<file path="config.mk">
export PLATFORM = sky130hd
export DESIGN_NAME = rtty_baudot_receiver_unit
export DESIGN_NICKNAME = d
export VERILOG_FILES = /design/src/rbr_pkg.sv /design/src/rbr_front.sv /design/src/rbr_queue.sv /design/src/rbr_back.sv /design/src/rtty_baudot_receiver_unit.sv
export SDC_FILE = /design/constraint.sdc
export NUM_CORES = 1
export LEC_CHECK = 0
export ABC_CLOCK_PERIOD_IN_PS = 4000
export BUFFER_PORTS_ARGS = -buffer_cell sky130_fd_sc_hd__buf_4
export CAP_MARGIN = 15
export CORE_ASPECT_RATIO = 0.6
export CORE_MARGIN = 2
export CORE_UTILIZATION = 45
export DETAILED_ROUTE_END_ITERATION = 8
export GPL_TIMING_DRIVEN = 0
export HOLD_SLACK_MARGIN = 0.02
export PLACE_DENSITY = 0.7
export SKIP_LAST_GASP = 1
export SYNTH_ARGS = -nofsm -noshare
export SYNTH_HDL_FRONTEND = slang
export SYNTH_HIERARCHICAL = 1
export SYNTH_SLANG_ARGS = --single-unit
</file>
<file path="constraint.sdc">
create_clock -name clk -period 4 [get_ports clk]
set_input_delay 0.8 -clock clk [delete_from_list [all_inputs] [get_ports clk]]
set_output_delay 0.8 -clock clk [all_outputs]
set_load 0.02 [all_outputs]
</file>
<file path="src/rbr_pkg.sv">
`default_nettype none
package rbr_pkg;

  localparam int OVERSAMPLE_DEFAULT = 5;
  localparam int QUEUE_DEPTH = 2;

  localparam int CODE_W = 5;
  localparam int CHAR_W = 8;
  localparam int CFG_INDEX_W = 1;
  localparam int CFG_DATA_W = 2;

  localparam logic [CFG_INDEX_W-1:0] CFG_RX_INVERT = 1'b0;
  localparam logic [CFG_INDEX_W-1:0] CFG_FIGURES_VARIANT = 1'b1;

  localparam logic [1:0] FIG_GERMAN = 2'd0;
  localparam logic [1:0] FIG_BRITISH = 2'd1;
  localparam logic [1:0] FIG_US = 2'd2;

  localparam logic [CODE_W-1:0] CODE_FIGS = 5'd27;
  localparam logic [CODE_W-1:0] CODE_LTRS = 5'd31;

  typedef struct packed {
    logic valid;
    logic [CODE_W-1:0] code;
  } frame_push_t;

  typedef struct packed {
    logic valid;
    logic [CODE_W-1:0] code;
  } queue_head_t;

  localparam logic [CHAR_W-1:0] LETTERS_TABLE [0:31] = '{
    8'h00, 8'h45, 8'h0A, 8'h41, 8'h20, 8'h53, 8'h49, 8'h55,
    8'h0D, 8'h44, 8'h52, 8'h4A, 8'h4E, 8'h46, 8'h43, 8'h4B,
    8'h54, 8'h5A, 8'h4C, 8'h57, 8'h48, 8'h59, 8'h50, 8'h51,
    8'h4F, 8'h42, 8'h47, 8'h00, 8'h4D, 8'h58, 8'h56, 8'h00
  };

  localparam logic [CHAR_W-1:0] GERMAN_TABLE [0:31] = '{
    8'h00, 8'h33, 8'h0A, 8'h2D, 8'h20, 8'h27, 8'h38, 8'h37,
    8'h0D, 8'h24, 8'h34, 8'hDF, 8'h2C, 8'hC4, 8'h3A, 8'h28,
    8'h35, 8'h2B, 8'h29, 8'h32, 8'hDC, 8'h36, 8'h30, 8'h31,
    8'h39, 8'h3F, 8'hD6, 8'h00, 8'h2E, 8'h2F, 8'h3D, 8'h00
  };

  localparam logic [CHAR_W-1:0] BRITISH_TABLE [0:31] = '{
    8'h00, 8'h33, 8'h0A, 8'h2D, 8'h20, 8'h27, 8'h38, 8'h37,
    8'h0D, 8'h24, 8'h34, 8'h07, 8'h2C, 8'h25, 8'h3A, 8'h28,
    8'h35, 8'h2B, 8'h29, 8'h32, 8'h23, 8'h36, 8'h30, 8'h31,
    8'h39, 8'h3F, 8'h40, 8'h00, 8'h2E, 8'h2F, 8'h3D, 8'h00
  };

  localparam logic [CHAR_W-1:0] US_TABLE [0:31] = '{
    8'h00, 8'h33, 8'h0A, 8'h2D, 8'h20, 8'h07, 8'h38, 8'h37,
    8'h0D, 8'h24, 8'h34, 8'h27, 8'h2C, 8'h21, 8'h3A, 8'h28,
    8'h35, 8'h22, 8'h29, 8'h32, 8'h2A, 8'h36, 8'h30, 8'h31,
    8'h39, 8'h3F, 8'h26, 8'h00, 8'h2E, 8'h2F, 8'h3B, 8'h00
  };

endpackage
`default_nettype wire

</file>
<file path="src/rbr_front.sv">
`default_nettype none
module rbr_front #(
  parameter int OVERSAMPLE = rbr_pkg::OVERSAMPLE_DEFAULT
) (
  input  logic               clk,
  input  logic               rst,
  input  logic               in_valid,
  output logic               in_stall,
  input  logic               line_level,
  input  logic               rx_invert,
  input  logic               queue_full,
  output rbr_pkg::frame_push_t push
);
  import rbr_pkg::*;

  localparam int EDGE_AGE = 6 * OVERSAMPLE + OVERSAMPLE / 2;
  localparam int HIST_LEN = EDGE_AGE + 2;
  localparam int BLANK_LEN = 6 * OVERSAMPLE;
  localparam int BLANK_W = $clog2(BLANK_LEN + 1);

  logic [HIST_LEN-1:0] history;
  logic [HIST_LEN-1:0] history_next;
  logic [BLANK_W-1:0]  blank_count;
  logic [5:0]          frame;
  logic                accept;
  logic                start_edge;
  logic                good;

  assign in_stall = queue_full;
  assign accept = in_valid && !in_stall;
  assign history_next = {history[HIST_LEN-2:0], line_level};

  assign start_edge = (history_next[EDGE_AGE+1] ^ rx_invert) &&
                      !(history_next[EDGE_AGE] ^ rx_invert);

  always_comb begin
    for (int k = 0; k < 6; k++) begin
      frame[k] = history_next[(5 - k) * OVERSAMPLE] ^ rx_invert;
    end
  end

  assign good = accept && (blank_count == '0) && start_edge && frame[5];
  assign push.valid = good;
  assign push.code = frame[CODE_W-1:0];

  always_ff @(posedge clk) begin
    if (rst) begin
      history <= '1;
      blank_count <= '0;
    end else if (accept) begin
      history <= history_next;
      if (blank_count != '0) begin
        blank_count <= blank_count - 1'b1;
      end else if (good) begin
        blank_count <= BLANK_W'(BLANK_LEN);
      end
    end
  end

  a_blank_loaded: assert property (@(posedge clk) disable iff (rst)
    good |=> blank_count == BLANK_W'(BLANK_LEN))
    else $error("Blanking period was not started after a frame.");

  a_no_frame_while_blank: assert property (@(posedge clk) disable iff (rst)
    (blank_count != '0) |-> !push.valid)
    else $error("Frame detected during blanking.");

  a_no_push_when_full: assert property (@(posedge clk) disable iff (rst)
    queue_full |-> !push.valid)
    else $error("Frame pushed into a full queue.");

endmodule
`default_nettype wire

</file>
<file path="src/rbr_queue.sv">
`default_nettype none
module rbr_queue (
  input  logic                 clk,
  input  logic                 rst,
  input  rbr_pkg::frame_push_t push,
  input  logic                 pop,
  output logic                 full,
  output rbr_pkg::queue_head_t head
);
  import rbr_pkg::*;

  localparam int PTR_W = (QUEUE_DEPTH > 1) ? $clog2(QUEUE_DEPTH) : 1;
  localparam int COUNT_W = $clog2(QUEUE_DEPTH + 1);

  logic [CODE_W-1:0]  mem [QUEUE_DEPTH];
  logic [PTR_W-1:0]   wr_ptr;
  logic [PTR_W-1:0]   rd_ptr;
  logic [COUNT_W-1:0] count;
  logic               do_push;
  logic               do_pop;

  assign full = (count == COUNT_W'(QUEUE_DEPTH));
  assign head.valid = (count != '0);
  assign head.code = mem[rd_ptr];
  assign do_push = push.valid && !full;
  assign do_pop = pop && head.valid;

  always_ff @(posedge clk) begin
    if (do_push) begin
      mem[wr_ptr] <= push.code;
    end
  end

  always_ff @(posedge clk) begin
    if (rst) begin
      wr_ptr <= '0;
      rd_ptr <= '0;
      count <= '0;
    end else begin
      if (do_push) begin
        wr_ptr <= (wr_ptr == PTR_W'(QUEUE_DEPTH - 1)) ? '0 : wr_ptr + 1'b1;
      end
      if (do_pop) begin
        rd_ptr <= (rd_ptr == PTR_W'(QUEUE_DEPTH - 1)) ? '0 : rd_ptr + 1'b1;
      end
      unique case ({do_push, do_pop})
        2'b10: count <= count + 1'b1;
        2'b01: count <= count - 1'b1;
        default: count <= count;
      endcase
    end
  end

  a_count_bound: assert property (@(posedge clk) disable iff (rst)
    count <= COUNT_W'(QUEUE_DEPTH))
    else $error("Queue occupancy out of range.");

endmodule
`default_nettype wire

</file>
<file path="src/rbr_back.sv">
`default_nettype none
module rbr_back (
  input  logic                       clk,
  input  logic                       rst,
  input  rbr_pkg::queue_head_t       head,
  output logic                       pop,
  input  logic [1:0]                 figures_variant,
  output logic                       out_valid,
  input  logic                       out_stall,
  output logic [rbr_pkg::CODE_W-1:0] baudot_code,
  output logic [rbr_pkg::CHAR_W-1:0] character,
  output logic                       is_shift,
  output logic                       figures_case
);
  import rbr_pkg::*;

  logic              in_figures;
  logic              in_figures_next;
  logic [CHAR_W-1:0] char_next;
  logic [CHAR_W-1:0] fig_char;
  logic              shift_next;

  assign pop = head.valid && (!out_valid || !out_stall);

  always_comb begin
    unique case (figures_variant)
      FIG_GERMAN:  fig_char = GERMAN_TABLE[head.code];
      FIG_BRITISH: fig_char = BRITISH_TABLE[head.code];
      default:     fig_char = US_TABLE[head.code];
    endcase
  end

  always_comb begin
    in_figures_next = in_figures;
    shift_next = 1'b0;
    char_next = '0;
    priority if (head.code == CODE_FIGS) begin
      in_figures_next = 1'b1;
      shift_next = 1'b1;
    end else if (head.code == CODE_LTRS) begin
      in_figures_next = 1'b0;
      shift_next = 1'b1;
    end else if (in_figures) begin
      char_next = fig_char;
    end else begin
      char_next = LETTERS_TABLE[head.code];
    end
  end

  always_ff @(posedge clk) begin
    if (rst) begin
      out_valid <= 1'b0;
      in_figures <= 1'b0;
    end else if (pop) begin
      out_valid <= 1'b1;
      in_figures <= in_figures_next;
    end else if (!out_stall) begin
      out_valid <= 1'b0;
    end
  end

  always_ff @(posedge clk) begin
    if (pop) begin
      baudot_code <= head.code;
      character <= char_next;
      is_shift <= shift_next;
      figures_case <= in_figures_next;
    end
  end

  a_shift_no_char: assert property (@(posedge clk) disable iff (rst)
    (out_valid && is_shift) |-> (character == '0))
    else $error("Shift code delivered with a nonzero character.");

  a_case_tracks: assert property (@(posedge clk) disable iff (rst)
    out_valid |-> (figures_case == in_figures))
    else $error("Reported case differs from the held case.");

endmodule
`default_nettype wire

</file>
<file path="src/rtty_baudot_receiver_unit.sv">
// Accepts one line level per clock cycle; in_stall rises only when the two-entry
// frame queue is full because the output side has held out_stall.
// A frame completed by an accepted line level is written into the queue and
// is then registered onto the outputs once out_valid is low or out_stall is low.
// Synchronous active-high reset clears the line history to mark, the blanking
// counter, the letters/figures case, the queue and both configuration registers.
`default_nettype none
module rtty_baudot_receiver_unit #(
  parameter int OVERSAMPLE = rbr_pkg::OVERSAMPLE_DEFAULT
) (
  input  logic                           clk,
  input  logic                           rst,
  input  logic                           in_valid,
  output logic                           in_stall,
  input  logic                           line_level,
  output logic                           out_valid,
  input  logic                           out_stall,
  output logic [rbr_pkg::CODE_W-1:0]     baudot_code,
  output logic [rbr_pkg::CHAR_W-1:0]     character,
  output logic                           is_shift,
  output logic                           figures_case,
  input  logic                           cfg_we,
  input  logic [rbr_pkg::CFG_INDEX_W-1:0] cfg_index,
  input  logic [rbr_pkg::CFG_DATA_W-1:0]  cfg_data
);
  import rbr_pkg::*;

  logic        rx_invert;
  logic [1:0]  figures_variant;
  logic        queue_full;
  logic        pop;
  frame_push_t push;
  queue_head_t head;

  always_ff @(posedge clk) begin
    if (rst) begin
      rx_invert <= 1'b0;
      figures_variant <= FIG_GERMAN;
    end else if (cfg_we) begin
      unique case (cfg_index)
        CFG_RX_INVERT:       rx_invert <= cfg_data[0];
        CFG_FIGURES_VARIANT: figures_variant <= cfg_data[1:0];
        default:             rx_invert <= rx_invert;
      endcase
    end
  end

  rbr_front #(
    .OVERSAMPLE(OVERSAMPLE)
  ) u_front (
    .clk(clk),
    .rst(rst),
    .in_valid(in_valid),
    .in_stall(in_stall),
    .line_level(line_level),
    .rx_invert(rx_invert),
    .queue_full(queue_full),
    .push(push)
  );

  rbr_queue u_queue (
    .clk(clk),
    .rst(rst),
    .push(push),
    .pop(pop),
    .full(queue_full),
    .head(head)
  );

  rbr_back u_back (
    .clk(clk),
    .rst(rst),
    .head(head),
    .pop(pop),
    .figures_variant(figures_variant),
    .out_valid(out_valid),
    .out_stall(out_stall),
    .baudot_code(baudot_code),
    .character(character),
    .is_shift(is_shift),
    .figures_case(figures_case)
  );

endmodule
`default_nettype wire
</file>
# Word-level counts from Yosys, hierarchy flattened
# Memory sizes are Yosys's and may differ from the RTL's. A register that Yosys moved wholly into a read port is not among the register bits.
# Index checks and enable logic that the tools add are counted.
[totals]
output_inout_bits = 17
mem_count = 5
ramBits = 10
reg_bits = 62
mem_bits_ro = 1024
[classes]
eq_ne = 7
addsub = 5
muxes = 24
bitwise = 10
reduce_logical = 23
magnitude_cmp = 1
[memory_table]
columns = ["memory", "depth", "word_bits", "read_ports", "rd_clocked_by_memory_dff", "wr", "line_no", "rtl"]
rows = [
  ["(no name shown)", 32, 8, 1, 0, 0, "rbr_back.sv:28", "FIG_BRITISH: fig_char = BRITISH_TABLE[head.code];"],
  ["(no name shown)", 32, 8, 1, 0, 0, "rbr_back.sv:27", "FIG_GERMAN: fig_char = GERMAN_TABLE[head.code];"],
  ["(no name shown)", 32, 8, 1, 0, 0, "rbr_back.sv:29", "default: fig_char = US_TABLE[head.code];"],
  ["(no name shown)", 32, 8, 1, 0, 0, "rbr_back.sv:46", "char_next = LETTERS_TABLE[head.code];"],
  ["u_queue.mem", 2, 5, 1, 1, 1, "rbr_queue.sv:15", "logic [CODE_W-1:0] mem [QUEUE_DEPTH];"],
]
[ops]
columns = ["cell", "count"]
rows = [
  ["$mux W8", 9],
  ["$pmux W8 S2", 1],
  ["$mux W1", 11],
  ["$eq A5 B5 Y1 const B", 2],
  ["$mux W5", 2],
  ["$logic_and A1 B1 Y1", 8],
  ["$xor A1 B1 Y1", 8],
  ["$ge A6 B6 Y1 const B", 1],
  ["$not A5 Y6", 1],
  ["$reduce_and A2 Y1", 3],
  ["$reduce_bool A2 Y1", 3],
  ["$logic_not A5 Y1", 1],
  ["$reduce_bool A5 Y1", 1],
  ["$sub A5 B1 Y5 const B", 1],
  ["$eq A2 B1 Y1 const B", 2],
  ["$eq A2 B2 Y1 const B", 2],
  ["$logic_not A1 Y1", 4],
  ["$pmux W2 S2", 1],
  ["$add A1 B1 Y1 const B", 2],
  ["$add A2 B1 Y2 const B", 1],
  ["$logic_not A2 Y1", 1],
  ["$ne A2 B1 Y1 const B", 1],
  ["$reduce_or A2 Y1", 1],
  ["$sub A2 B1 Y2 const B", 1],
  ["other kinds (2)", 2],
]

# Longest topological paths before layout
# Gate-level depths: netlist (run 1).
[depth]
ltp_word = 9
mapped_depth = 12
ltp_nobuf = 9

# Cells and area by module
# Netlist (run 1), hierarchy kept.
[modules_own_cells]
columns = ["mod", "area_per_inst_um2", "instances", "cells_per_inst", "seq_area_each_um2"]
rows = [
  ["rbr_back", 1664.1, 1, 202, 490.5],
  ["rbr_front", 1495.2, 1, 186, 760.7],
  ["rbr_queue", 583.1, 1, 41, 400.4],
  ["rtty_baudot_receiver_unit", 128.9, 1, 13, 60.1],
]

# Least setup slack after synthesis (run 1)
# Ideal clock, no wire load.
[synth_path]
kind = "input to register"
startpoint = "input port out_stall"
endpoint = "register u_queue.count[1]"
cell_stages = 5
setup_ps = 70
path_buffers = 0
setup_slack_ps = 788
arrival_time_ps = 3143
t_required_ps = 3930
path_cell_list = "a21boi_0 -> o21a_1 -> ha_1 -> or3_1 -> a21oi_1"
[synth_via]
elab_chain_len = 6
[synth_lines]
columns = ["element", "line_no", "rtl"]
rows = [
  ["start, declared", "rtty_baudot_receiver_unit.sv:17", "input logic out_stall,"],
  ["$logic_not A1 Y1 (*)", "rbr_back.sv:23", "assign pop = head.valid && (!out_valid || !out_stall);"],
  ["$logic_or A1 B1 Y1 (*)", "rbr_back.sv:23", ""],
  ["$logic_and A1 B1 Y1 (*)", "rbr_back.sv:23", ""],
  ["$logic_and A1 B1 Y1 (*)", "rbr_queue.sv:26", "assign do_pop = pop && head.valid;"],
  ["net u_queue.do_pop", "rbr_queue.sv:20", "logic do_pop;"],
  ["$eq A2 B1 Y1 or $eq A2 B2 Y1 (tied branches)", "rbr_queue.sv:46", "unique case ({do_push, do_pop})"],
  ["$pmux W2 S2 or $reduce_bool A2 Y1 (tied branches)", "-", ""],
  ["end signal, assigned", "rbr_queue.sv:47", "2'b10: count <= count + 1'b1;"],
  ["end signal, assigned", "rbr_queue.sv:48", "2'b01: count <= count - 1'b1;"],
  ["end signal, assigned", "rbr_queue.sv:49", "default: count <= count;"],
  ["end, declared", "rbr_queue.sv:18", "logic [COUNT_W-1:0] count;"],
]
# Mark *: on every way through the listed nets, which the timed path passes. The rest lies on a longest branch.
# A chain may end at the register's enable or synchronous reset.

==> results of run 1 <==
registers in the layout (all words and copies together), names as in the netlist, named ones only:
register             cells
u_back/is_shift          1
u_back/out_valid         1
u_back/character         8
u_queue/mem             10
u_queue/count            2
u_queue/rd_ptr           1
u_queue/wr_ptr           1
u_front/blank_count      5
u_back/baudot_code       5
figures_variant          2
u_front/history         33
u_back/figures_case      1
u_back/in_figures        1
rx_invert                1
worst max-delay path: cells and delay by family, from the launching register on:
family / cells / cell delay, ns
AO/OA/AOI/OAI: 4 / 1.09
buffers and inverters: 2 / 0.56
flip-flops: 1 / 0.46
multiplexers: 1 / 0.45
adder cells (fa/ha/maj): 1 / 0.39
AND/OR/NAND/NOR: 1 / 0.23
path summary, 6_finish.rpt:
kind / from / to / cells past startpoint
min: rx_invert$_SDFFE_PP0P_ / rx_invert$_SDFFE_PP0P_ / 2
max: flop / u_back/character[4]$_SDFFCE_PP0P_ / 9
max reg2reg: flop / u_back/character[4]$_SDFFCE_PP0P_ / 9
min reg2reg: rx_invert$_SDFFE_PP0P_ / rx_invert$_SDFFE_PP0P_ / 2
cells in the final DEF (no fill, tap or decap), types with 3 or more instances in the layout:
master / n
a211oi_1: 7
a21oi_1: 23
a221o_1: 3
a22o_1: 3
a311oi_1: 6
buf_2: 4
buf_4: 33
buf_6: 3
clkbuf_1: 15
clkbuf_16: 11
dfxtp_1: 48
edfxtp_1: 25
ha_1: 10
inv_1: 9
inv_2: 3
mux2_2: 5
mux2i_1: 4
nand2_1: 85
nand2b_1: 8
nand3_1: 41
nor2_1: 29
nor2b_1: 7
nor3_1: 9
o2111ai_1: 3
o21ai_0: 17
o31ai_1: 3
or2_2: 3
xor2_1: 7
layer usage:
metal / vias up / global-route usage / wire length [um]
met2: 167 / 0.301 / 3680
met4: 0 / 0.0707 / 82
met5: - / 0 / 0
met1: 1565 / 0.356 / 5340
met3: 11 / 0.0711 / 1020
li1: 1652 / - / -
final cells by class:
class | instances | area, um2
Buffer | 29 | 166
Clock buffer | 15 | 300
Clock inverter | 1 | 5.00
Fill cell | 772 | 3920
Inverter | 14 | 55.1
Multi-Input combinational cell | 326 | 1940
Sequential cell | 73 | 1710
Tap cell | 112 | 140
Timing Repair Buffer | 25 | 188
where the power goes:
| part | switching, mW | leakage, nW | total [mW] | internal [mW] |
|---|---|---|---|---|
| logic | 0.173 | 1.07 | 0.303 | 0.131 |
| clock network | 0.290 | 0.150 | 0.803 | 0.512 |
| registers | 0.0338 | 0.619 | 0.851 | 0.818 |
| total | 0.497 | 1.84 | 1.96 | 1.46 |
kinds of logic after synthesis:
family	after synthesis	share of synthesized area
simple gates	202	0.247
compound gates	96	0.176
flops	73	0.442
buf+inv	43	0.0572
fa+ha+maj	10	0.0323
xor+xnor	9	0.0204
mux	9	0.0249
==> results.md, run 1 <==
- In this run the remaining antenna-violating nets after routing total 0.
- The final wirelength is 10100 um.
- The first global-routing pass estimated 16300 um of wire.
- The cell leakage power is 1.84 nW.
- In this run, post-CTS hold repair placed 0 buffers.
- In this run the number of H-tree levels came out at 3.
- The register area share after synthesis is 0.442.
- In this run the vertical extent of the chip is 75.8 um.
- On the worst path, the slowest cell contributes a delay of 0.48 ns.
- The share of the synthesized area in the top cell type is 0.248.
- Summed over all failing endpoints, the final setup total negative slack is 0 ns.
- Among all cell types in the netlist, the one instantiated most often is nand2_1.
- The synthesized design contains 25 enable-type register cells.
- The max-slew headroom at the worst pin is 0.314.
- The async set or reset register ratio after synthesis is 0.
- The number of gates resized after CTS was 0.
- The top cell type by total area after synthesis is dfxtp_1.
- At the worst endpoint, the required time is 4.09 ns.
- The total CTS buffers is 9.
- The worst hold path belongs to the class reg2reg.
- After synthesis, the mean cell area works out to 8.76 um2.
- The mean routed wirelength per cell is 17.0 um.
- Along the worst path, the maximum fanout reaches 10.
- The count of TritonRoute iterations in the first routing pass is 5.
- The flow ran to the end, and the final reports show no timing, DRC or antenna violations.
- The number of hold-slack violations in the final timing report is 0.
- For this run the aggregate overflow at the end of global routing stands at 0.
- After layout, the worst setup slack is 0.589 ns.
- The post-CTS repair timing setup buffer count is 0.
- The register-to-register setup slack is 0.59 ns.
- For this design the ratio of total power to cell area is 434 mW/mm2.
- The placement row count is 26.
- The final cell utilization of the core is 0.535.
- The total number of vias is 3395.
- The die covers 0.00939 mm2.
- The detailed router's first-iteration violation count is 414.
- When the netlist entered floorplanning its net count stood at 461.
- The HPWL after detailed placement is 7300 um.
- The number of sinks on the clock net is 73.
- After synthesis, the netlist uses 67 different library cells.
- The count of antenna diodes in the layout is 0.
- The TritonCTS clock tree is done.
- For this configuration, the core starts out at a cell density of 0.459.
- The core box area is 0.00843 mm2.
- The peak ir drop on the vdd network is 0.242 mV.
- At the end of the flow, the number of nets in the layout was 497.
- Dividing the detail-routed via count by the number of cells gives 5.71.
- The overall power consumption is 1.96 mW.
- The number of antenna violations at the first check in global routing is 0.
- The count of yosys warnings during synthesis is 6.
- The via count of the first global-routing pass is 3059.
- For this run, the total global-route usage over all layers was measured as 0.231.
- The signal on the critical path passes through mux2_2 > buf_2 > inv_1 > ha_1 > nor2_1 > o21ai_0 > a221oi_1 > a21oi_1 > a311oi_1.
- In the synthesized netlist the dominant register cell turns out to be dfxtp_1.
- The number of synthesized register bits is 73.
- The clock root buffer is clkbuf_16.
- The total of buffers placed on input and output ports is 25.
- The sort of element at the start of the critical path is a flop.
- Derived from the worst setup path, the maximum achievable clock frequency is 0.293 GHz.
- Yosys attributes the largest share of cell area to dfxtp_1, edfxtp_1, nand2_1.
- After the flow finishes, the layout carries non-filler instances totaling 595.
- STA classifies the critical path endpoint as a flop.
- Clock-pin slew was measured on the worst setup and hold paths at 0.06 ns.
- Setup violations remaining at the end of the flow were counted as 0.
- Across all hold checks on the routed design, the worst slack comes to 0.467 ns.
- The share of layout cells above drive strength 1 is 0.151.
- The commonest cells after synthesis are nand2_1, dfxtp_1, nand3_1, nor2_1, edfxtp_1.
- The clock passes through at most 2 buffers.
- The count of final max-slew check failures is 0.
- For the pin with the worst max-slew slack, the measured transition is 1.02 ns.
- The critical path is of the reg2reg type.
- Dividing the final minimum period by the clock period gives 0.853.
- Synthesis produced 442 cells.
- The data arrival time of the worst path is 3.50 ns.
- The die extent in x is 124 um.
- The remaining routing DRC violations is 0.
- Setup repair after global routing left no endpoint under its margin.
- The placement-stage cell area is 0.00420 mm2.
- The largest net degree at the start of global routing is 19.
- The count of pins on the block boundary is 26.
- The placed instance count is 579.
- The clock arrives with 0.00405 ns of skew.
- The count of max-cap constraint violations is 0.
- The final non-filler cell area is 0.00451 mm2.
- The placement-stage worst setup slack is 0.789 ns.
- The clock latency on the worst-skew pair is 0.32 ns.
- The post-layout minimum cycle time is 3.41 ns.
- The growth of design area from synthesis to finish is 16.5%.
- At the end of routability-driven placement, the weighted congestion stood at 1.01.
- For this design, the slowest cell found on the critical path is a221oi_1.
- The combined area of all synthesized cells is 0.00387 mm2.
Note: power is estimated with default switching activity, not from simulation.
==> run 2: changes to the inputs <==
--- a/config.mk
+++ b/config.mk
@@ -5,7 +5,7 @@
 export SDC_FILE = /design/constraint.sdc
 export NUM_CORES = 1
 export LEC_CHECK = 0
-export ABC_CLOCK_PERIOD_IN_PS = 4000
+export ABC_CLOCK_PERIOD_IN_PS = 3300
 export BUFFER_PORTS_ARGS = -buffer_cell sky130_fd_sc_hd__buf_4
 export CAP_MARGIN = 15
 export CORE_ASPECT_RATIO = 0.6
==> constraint.sdc (replaced) <==
create_clock -name clk -period 3.3 [get_ports clk]
set_input_delay 0.66 -clock clk [delete_from_list [all_inputs] [get_ports clk]]
set_output_delay 0.66 -clock clk [all_outputs]
set_load 0.02 [all_outputs]
==> run 2 against run 1 <==
  * Clock-buffer cell count did not move
  * Core utilization is 0.22 points higher
  * Sequential share of layout area fell by 0.16 points
  * Critical path depth is the same
  * Die area is the same
  * Sequential power up 21%
  * Final cell count rose by 0.34%
  * Maximum frequency rose by 6.4%
  * First-iteration DRC count is 11% higher
  * Non-clock buffer count increased by 2
  * Critical path type unchanged
  * Largest cell class unchanged
==> results.md, run 2 (synthesis gave the netlist of run 1 again) <==
- Result of the run: complete, no violations (unchanged).
- The via count of the first global-routing pass is 3059 (unchanged).
- The cell leakage power came to 1.84 nW (about the same).
- The share of layout cells above drive strength 1 is 0.157 (was 0.151).
- The total number of vias came to 3428 (was 3395).
- The data arrival time of the worst path is 3.29 ns (was 3.50 ns).
- The commonest non-fill, non-tap cell in the layout was nand2_1 (unchanged).
- The critical path class was reg2reg (unchanged).
- The count of final max-slew check failures is 0 (unchanged).
- The count of final setup violators was 0 (unchanged).
- The data required time at the worst endpoint is 3.39 ns (was 4.09 ns).
- The total of buffers placed on input and output ports was 25 (unchanged).
- The cell at the slowest stage of the critical path is a221oi_1 (unchanged).
- The final cell count without fillers is 597 (was 595).
- The transition time at the pin with the least slew margin is 1.01 ns (was 1.02 ns).
- The count of TritonRoute iterations in the first routing pass was 5 (unchanged).
- The count of pins on the block boundary was 26 (unchanged).
- The remaining routing DRC violations is 0 (unchanged).
- The register-to-register setup slack is 0.1 ns (was 0.59 ns).
- The total half-perimeter wirelength after legalization and detailed placement is 7300 um (unchanged).
- The post-layout minimum cycle time is 3.20 ns (was 3.41 ns).
- The starting density of the core is 0.459 (unchanged).
- The number of sinks on the clock net is 73 (unchanged).
- The die extent in x is 124 um (unchanged).
- The clock latency on the worst-skew pair is 0.32 ns (about the same).
- The final critical-path share of the clock period is 0.971 (was 0.853).
- The die area came to 0.00939 mm2 (unchanged).
- The placement row count is 26 (unchanged).
- The detailed router's first-iteration violation count is 460 (was 414).
- The number of nets with antenna violations after routing is 0 (unchanged).
- The accumulated negative setup slack is 0 ns (unchanged).
- The sort of element at the start of the critical path was a flop (unchanged).
- The final cell utilization of the core is 0.537 (was 0.535).
- The final-layout fill cell count is 767 (was 772).
- The via density per instance came to 5.74 (was 5.71).
- The maximum clock frequency came to 0.312 GHz (was 0.293 GHz).
- The hold path startpoint is rx_invert$_SDFFE_PP0P_ (unchanged).
- The die extent in y is 75.8 um (unchanged).
- The wire length of the first global-routing pass is 16300 um (unchanged).
- The power density over the cells is 524 mW/mm2 (was 434 mW/mm2).
- Largest registers: u_front/history x33, u_queue/mem x10, u_back/character x8 (unchanged).
- Cell-by-cell listing of the critical path: mux2_2 > buf_2 > clkinvlp_4 > ha_1 > nor2_1 > o21ai_0 > a221oi_1 > a21oi_1 > a311oi_1 (was mux2_2 > buf_2 > inv_1 > ha_1 > nor2_1 > o21ai_0 > a221oi_1 > a21oi_1 > a311oi_1).
- Commonest cells after routing, fill and taps aside: nand2_1, dfxtp_1, nand3_1, buf_4, nor2_1 (unchanged).
- The final wirelength is 10200 um (was 10100 um).
- The highest cell delay on the worst timing path is 0.46 ns (was 0.48 ns).
- The final weighted congestion in routability-driven placement is 1.01 (unchanged).
- The peak ir drop on the vdd network was 0.294 mV (was 0.242 mV).
- The largest net degree at the start of global routing is 19 (unchanged).
- The overall global routing resource usage is 0.231 (unchanged).
- The count of antenna diodes in the layout is 0 (unchanged).
- The clock root buffer is clkbuf_16 (unchanged).
- The maximum count of clock buffers along a single path is 2 (unchanged).
- The type of the most critical hold path is reg2reg (unchanged).
- The endpoint kind of the worst setup timing path was a flop (unchanged).
- The largest clock skew in the final design is 0.00444 ns (was 0.00405 ns).
- The final hold slack came to 0.467 ns (about the same).
- The clock transition at the registers of the reported paths is 0.05 ns (was 0.06 ns).
- The placed instance count came to 579 (unchanged).
- The growth of design area from synthesis to finish is 16.9% (was 16.5%).
- The core box area is 0.00843 mm2 (unchanged).
- The global-route congestion overflow total came to 0 (unchanged).
- The maximum level of the CTS H-tree is 3 (unchanged).
- The biggest fanout along the worst timing path came to 9 (was 10).
- The max-slew headroom at the worst pin was 0.320 (was 0.314).
- The net total in the final layout is 499 (was 497).
- The TritonCTS clock tree is done (unchanged).
- The cts-stage hold buffer count is 0 (unchanged).
- The count of max-cap constraint violations is 0 (unchanged).
- The number of hold-slack violations in the final timing report is 0 (unchanged).
- The mean routed wirelength per cell was 17.0 um (about the same).
- The worst path setup slack after routing was 0.0952 ns (was 0.589 ns).
- The total CTS buffers was 9 (unchanged).
- The number of antenna violations at the first check in global routing is 0 (unchanged).
- The register with the most flip-flops is u_front/history (unchanged).
- The placement-stage worst setup slack came to 0.0886 ns (was 0.789 ns).
- The number of flip-flops in the largest register is 33 (unchanged).
run 2: cell types whose count changed in the layout (fill, tap and decap cells not counted), sizes merged:
cell      change
inv           -1
buf           +2
clkinvlp      +1
run 2: cell type report:
| type | count | area (um2) | area share |
|---|---|---|---|
| multi-input combinational | 326 | 1940 | 0.429 |
| sequential | 73 | 1710 | 0.378 |
| clock buffer | 15 | 300 | 0.0663 |
| timing repair buffer | 27 | 203 | 0.0448 |
| buffer | 29 | 166 | 0.0368 |
| tap | 112 | 140 | 0.0310 |
| inverter | 14 | 58.8 | 0.0130 |
| clock inverter | 1 | 5.00 | 0.00111 |
run 2: routing by layer:
metal,vias to the layer above,routed length (um),part of all wire,track usage
met5,-,0,0,0
li1,1656,-,-,-
met1,1588,5190,0.51,0.356
met4,0,90,0.0089,0.0707
met2,171,3770,0.37,0.301
met3,13,1110,0.11,0.0711
run 2: timing repair:
item,4_1_cts,5_1_grt
gates resized for setup,0,1
endpoints found under the setup margin,0,2
setup buffers,0,2
run 2: final timing paths:
check                                                          to  cells after the start
worst max-delay path            u_back/character[4]$_SDFFCE_PP0P_                      9
worst min-delay path                       rx_invert$_SDFFE_PP0P_                      2
worst max register to register  u_back/character[4]$_SDFFCE_PP0P_                      9
worst min register to register             rx_invert$_SDFFE_PP0P_                      2
run 2: critical path, delay by kind of cell, from the launching register on:
| family | cells | cell delay [ns] |
|---|---|---|
| fa+ha+maj | 1 | 0.43 |
| buf+inv | 2 | 0.50 |
| simple gates | 1 | 0.22 |
| flops | 1 | 0.45 |
| compound gates | 4 | 1.05 |
| mux | 1 | 0.30 |
run 2: report_power, final:
part	leakage [nW]	switching [mW]	total, mW	internal [mW]
logic	1.07	0.210	0.369	0.159
clock network	0.150	0.351	0.972	0.621
registers	0.619	0.0409	1.03	0.991
total	1.84	0.602	2.37	1.77
run 2: metrics by stage:
step	total power [mW]	cell area, um2
6_report	2.37	4530
5_1_grt	2.49	4530
4_1_cts	2.39	4510
3_5_place_dp	1.41	4200
3_3_place_gp	1.40	4200
2_1_floorplan	1.31	3870
==> run 3: changes to the inputs <==
--- a/config.mk
+++ b/config.mk
@@ -5,7 +5,7 @@
 export SDC_FILE = /design/constraint.sdc
 export NUM_CORES = 1
 export LEC_CHECK = 0
-export ABC_CLOCK_PERIOD_IN_PS = 3300
+export ABC_CLOCK_PERIOD_IN_PS = 3140
 export BUFFER_PORTS_ARGS = -buffer_cell sky130_fd_sc_hd__buf_4
 export CAP_MARGIN = 15
 export CORE_ASPECT_RATIO = 0.6
==> constraint.sdc (replaced) <==
create_clock -name clk -period 3.14 [get_ports clk]
set_input_delay 0.628 -clock clk [delete_from_list [all_inputs] [get_ports clk]]
set_output_delay 0.628 -clock clk [all_outputs]
set_load 0.02 [all_outputs]
==> run 3 against run 2 <==
  * Clock skew hardly changed
  * Largest power group unchanged
  * Sequential share of layout area is 0.11 points lower
  * Critical endpoint is now u_back/character[2]$_SDFFCE_PP0P_
  * Maximum frequency is 8.6% higher
==> results.md, run 3 (synthesis gave the netlist of run 1 again) <==
- The overall power consumption is 2.50 mW (was 2.37 mW).
- The detailed router's first-iteration violation count is 527 (was 460).
- The cell at the slowest stage of the critical path is mux2_2 (was a221oi_1).
- The final cell utilization of the core is 0.539 (was 0.537).
- The count of antenna diodes in the layout came to 0 (unchanged).
- The total half-perimeter wirelength after legalization and detailed placement came to 7300 um (unchanged).
- The die extent in x is 124 um (unchanged).
- The largest net degree at the start of global routing came to 19 (unchanged).
- The final wirelength is 10200 um (about the same).
- The final cell count without fillers came to 597 (unchanged).
- Cell-by-cell listing of the critical path: mux2_2 > buf_4 > inv_1 > ha_1 > and2_4 > nor3_1 > a211oi_1 > a311o_1 > a22o_1 (was mux2_2 > buf_2 > clkinvlp_4 > ha_1 > nor2_1 > o21ai_0 > a221oi_1 > a21oi_1 > a311oi_1).
- The number of nets with antenna violations after routing is 0 (unchanged).
- The count of pins on the block boundary is 26 (unchanged).
- The post-layout minimum cycle time is 2.95 ns (was 3.20 ns).
- The die area came to 0.00939 mm2 (unchanged).
- The power density over the cells is 549 mW/mm2 (was 524 mW/mm2).
- The largest clock skew in the final design was 0.00462 ns (was 0.00444 ns).
- The placement row count came to 26 (unchanged).
- The final weighted congestion in routability-driven placement is 1.01 (unchanged).
- The placement-stage worst setup slack is -0.0714 ns (was 0.0886 ns).
- The data required time at the worst endpoint is 3.22 ns (was 3.39 ns).
- The count of max-cap constraint violations is 0 (unchanged).
- The worst path setup slack after routing is 0.188 ns (was 0.0952 ns).
- The count of TritonRoute iterations in the first routing pass came to 5 (unchanged).
- The mean routed wirelength per cell is 17.1 um (was 17.0 um).
- The number of hold-slack violations in the final timing report is 0 (unchanged).
- The remaining routing DRC violations was 0 (unchanged).
- The maximum clock frequency came to 0.339 GHz (was 0.312 GHz).
- The max-slew headroom at the worst pin is 0.322 (was 0.320).
- Setup repair after global routing left no endpoint under its margin.
- The accumulated negative setup slack is 0 ns (unchanged).
- Commonest cells after routing, fill and taps aside: nand2_1, dfxtp_1, nand3_1, buf_4, nor2_1 (unchanged).
- The number of antenna violations at the first check in global routing is 0 (unchanged).
- The routing usage on met2 was 0.303 (was 0.301).
- The placed instance count is 579 (unchanged).
- The highest cell delay on the worst timing path is 0.42 ns (was 0.46 ns).
- The count of final setup violators was 0 (unchanged).
- The transition time at the pin with the least slew margin is 1.01 ns (about the same).
- The share of layout cells above drive strength 1 came to 0.163 (was 0.157).
- The cell leakage power was 1.84 nW (about the same).
- The maximum count of clock buffers along a single path came to 2 (unchanged).
- The final critical-path share of the clock period is 0.940 (was 0.971).
- The total of buffers placed on input and output ports came to 25 (unchanged).
- The TritonCTS clock tree is done (unchanged).
- The via density per instance is 5.75 (was 5.74).
- Result of the run: complete, no violations (unchanged).
- The data arrival time of the worst path came to 3.03 ns (was 3.29 ns).
- The net total in the final layout is 499 (unchanged).
- The final non-filler cell area was 0.00454 mm2 (was 0.00453 mm2).
- Largest registers: u_front/history x33, u_queue/mem x10, u_back/character x8 (unchanged).
- The sort of element at the start of the critical path is a flop (unchanged).
- The register with the most flip-flops was u_front/history (unchanged).
- The via count of the first global-routing pass was 3054 (was 3059).
- The endpoint kind of the worst setup timing path is a flop (unchanged).
- The starting density of the core came to 0.459 (unchanged).
- The placement-stage cell area is 0.00420 mm2 (unchanged).
- The core box area is 0.00843 mm2 (unchanged).
- The total CTS buffers is 9 (unchanged).
- The biggest fanout along the worst timing path was 10 (was 9).
- The peak ir drop on the vdd network is 0.310 mV (was 0.294 mV).
- The met1 track demand over resource is 0.360 (was 0.356).
- The wire length of the first global-routing pass is 16400 um (was 16300 um).
- The maximum level of the CTS H-tree is 3 (unchanged).
- The overall global routing resource usage was 0.233 (was 0.231).
- The busiest layer in global routing is met1 (unchanged).
- The final hold slack came to 0.467 ns (about the same).
- The total number of vias came to 3430 (was 3428).
- The critical path class is reg2reg (unchanged).
- The clock transition at the registers of the reported paths is 0.06 ns (was 0.05 ns).
- The number of sinks on the clock net came to 73 (unchanged).
- The die extent in y is 75.8 um (unchanged).
- The met3 track demand over resource is 0.0696 (was 0.0711).
- The growth of design area from synthesis to finish is 17.4% (was 16.9%).
- The count of final max-slew check failures was 0 (unchanged).
- The cts-stage hold buffer count is 0 (unchanged).
- The type of the most critical hold path is reg2reg (unchanged).
- The clock root buffer is clkbuf_16 (unchanged).
- The number of flip-flops in the largest register is 33 (unchanged).
- The clock latency on the worst-skew pair was 0.32 ns (about the same).
- The global-route congestion overflow total is 0 (unchanged).
- The commonest non-fill, non-tap cell in the layout was nand2_1 (unchanged).
## run 3: per-layer routing
metal  share of wire  wire (um)
met1            0.51       5180
met2            0.36       3700
met3            0.12       1200
met4          0.0097         99
met5               0          0
## run 3: layout make-up
class,count,area [um2]
plain buffers,29,169
clock buffers,15,300
clock inverters,1,5.00
fillers,767,3880
inverters,14,58.8
multi-input cells,326,1950
flip-flops and latches,73,1710
well taps,112,140
repair buffers,27,203
## run 3: power breakdown
| group | internal (mW) | switching, mW | total [mW] |
|---|---|---|---|
| clock | 0.653 | 0.369 | 1.02 |
| sequential | 1.04 | 0.0426 | 1.08 |
| combinational | 0.168 | 0.222 | 0.390 |
## run 3: path summary, 6_finish.rpt
path | start | endpoint | cells past startpoint | slack [ns]
hold / removal | rx_invert$_SDFFE_PP0P_ | rx_invert$_SDFFE_PP0P_ | 2 | 0.47
setup / recovery | flop | u_back/character[2]$_SDFFCE_PP0P_ | 9 | 0.19
setup reg to reg | flop | u_back/character[2]$_SDFFCE_PP0P_ | 9 | 0.19
hold reg to reg | rx_invert$_SDFFE_PP0P_ | rx_invert$_SDFFE_PP0P_ | 2 | 0.47
## run 3: worst max-delay path: cells and delay by family (launching register included)
family / cells / cell delay, ns
flip-flops: 1 / 0.39
AO/OA/AOI/OAI: 3 / 0.72
AND/OR/NAND/NOR: 2 / 0.41
adder cells (fa/ha/maj): 1 / 0.36
multiplexers: 1 / 0.42
buffers and inverters: 2 / 0.39
## run 3: what timing repair did
item,CTS,global route
endpoints found under the setup margin,2,2
setup buffers,2,0
resized for setup,1,4
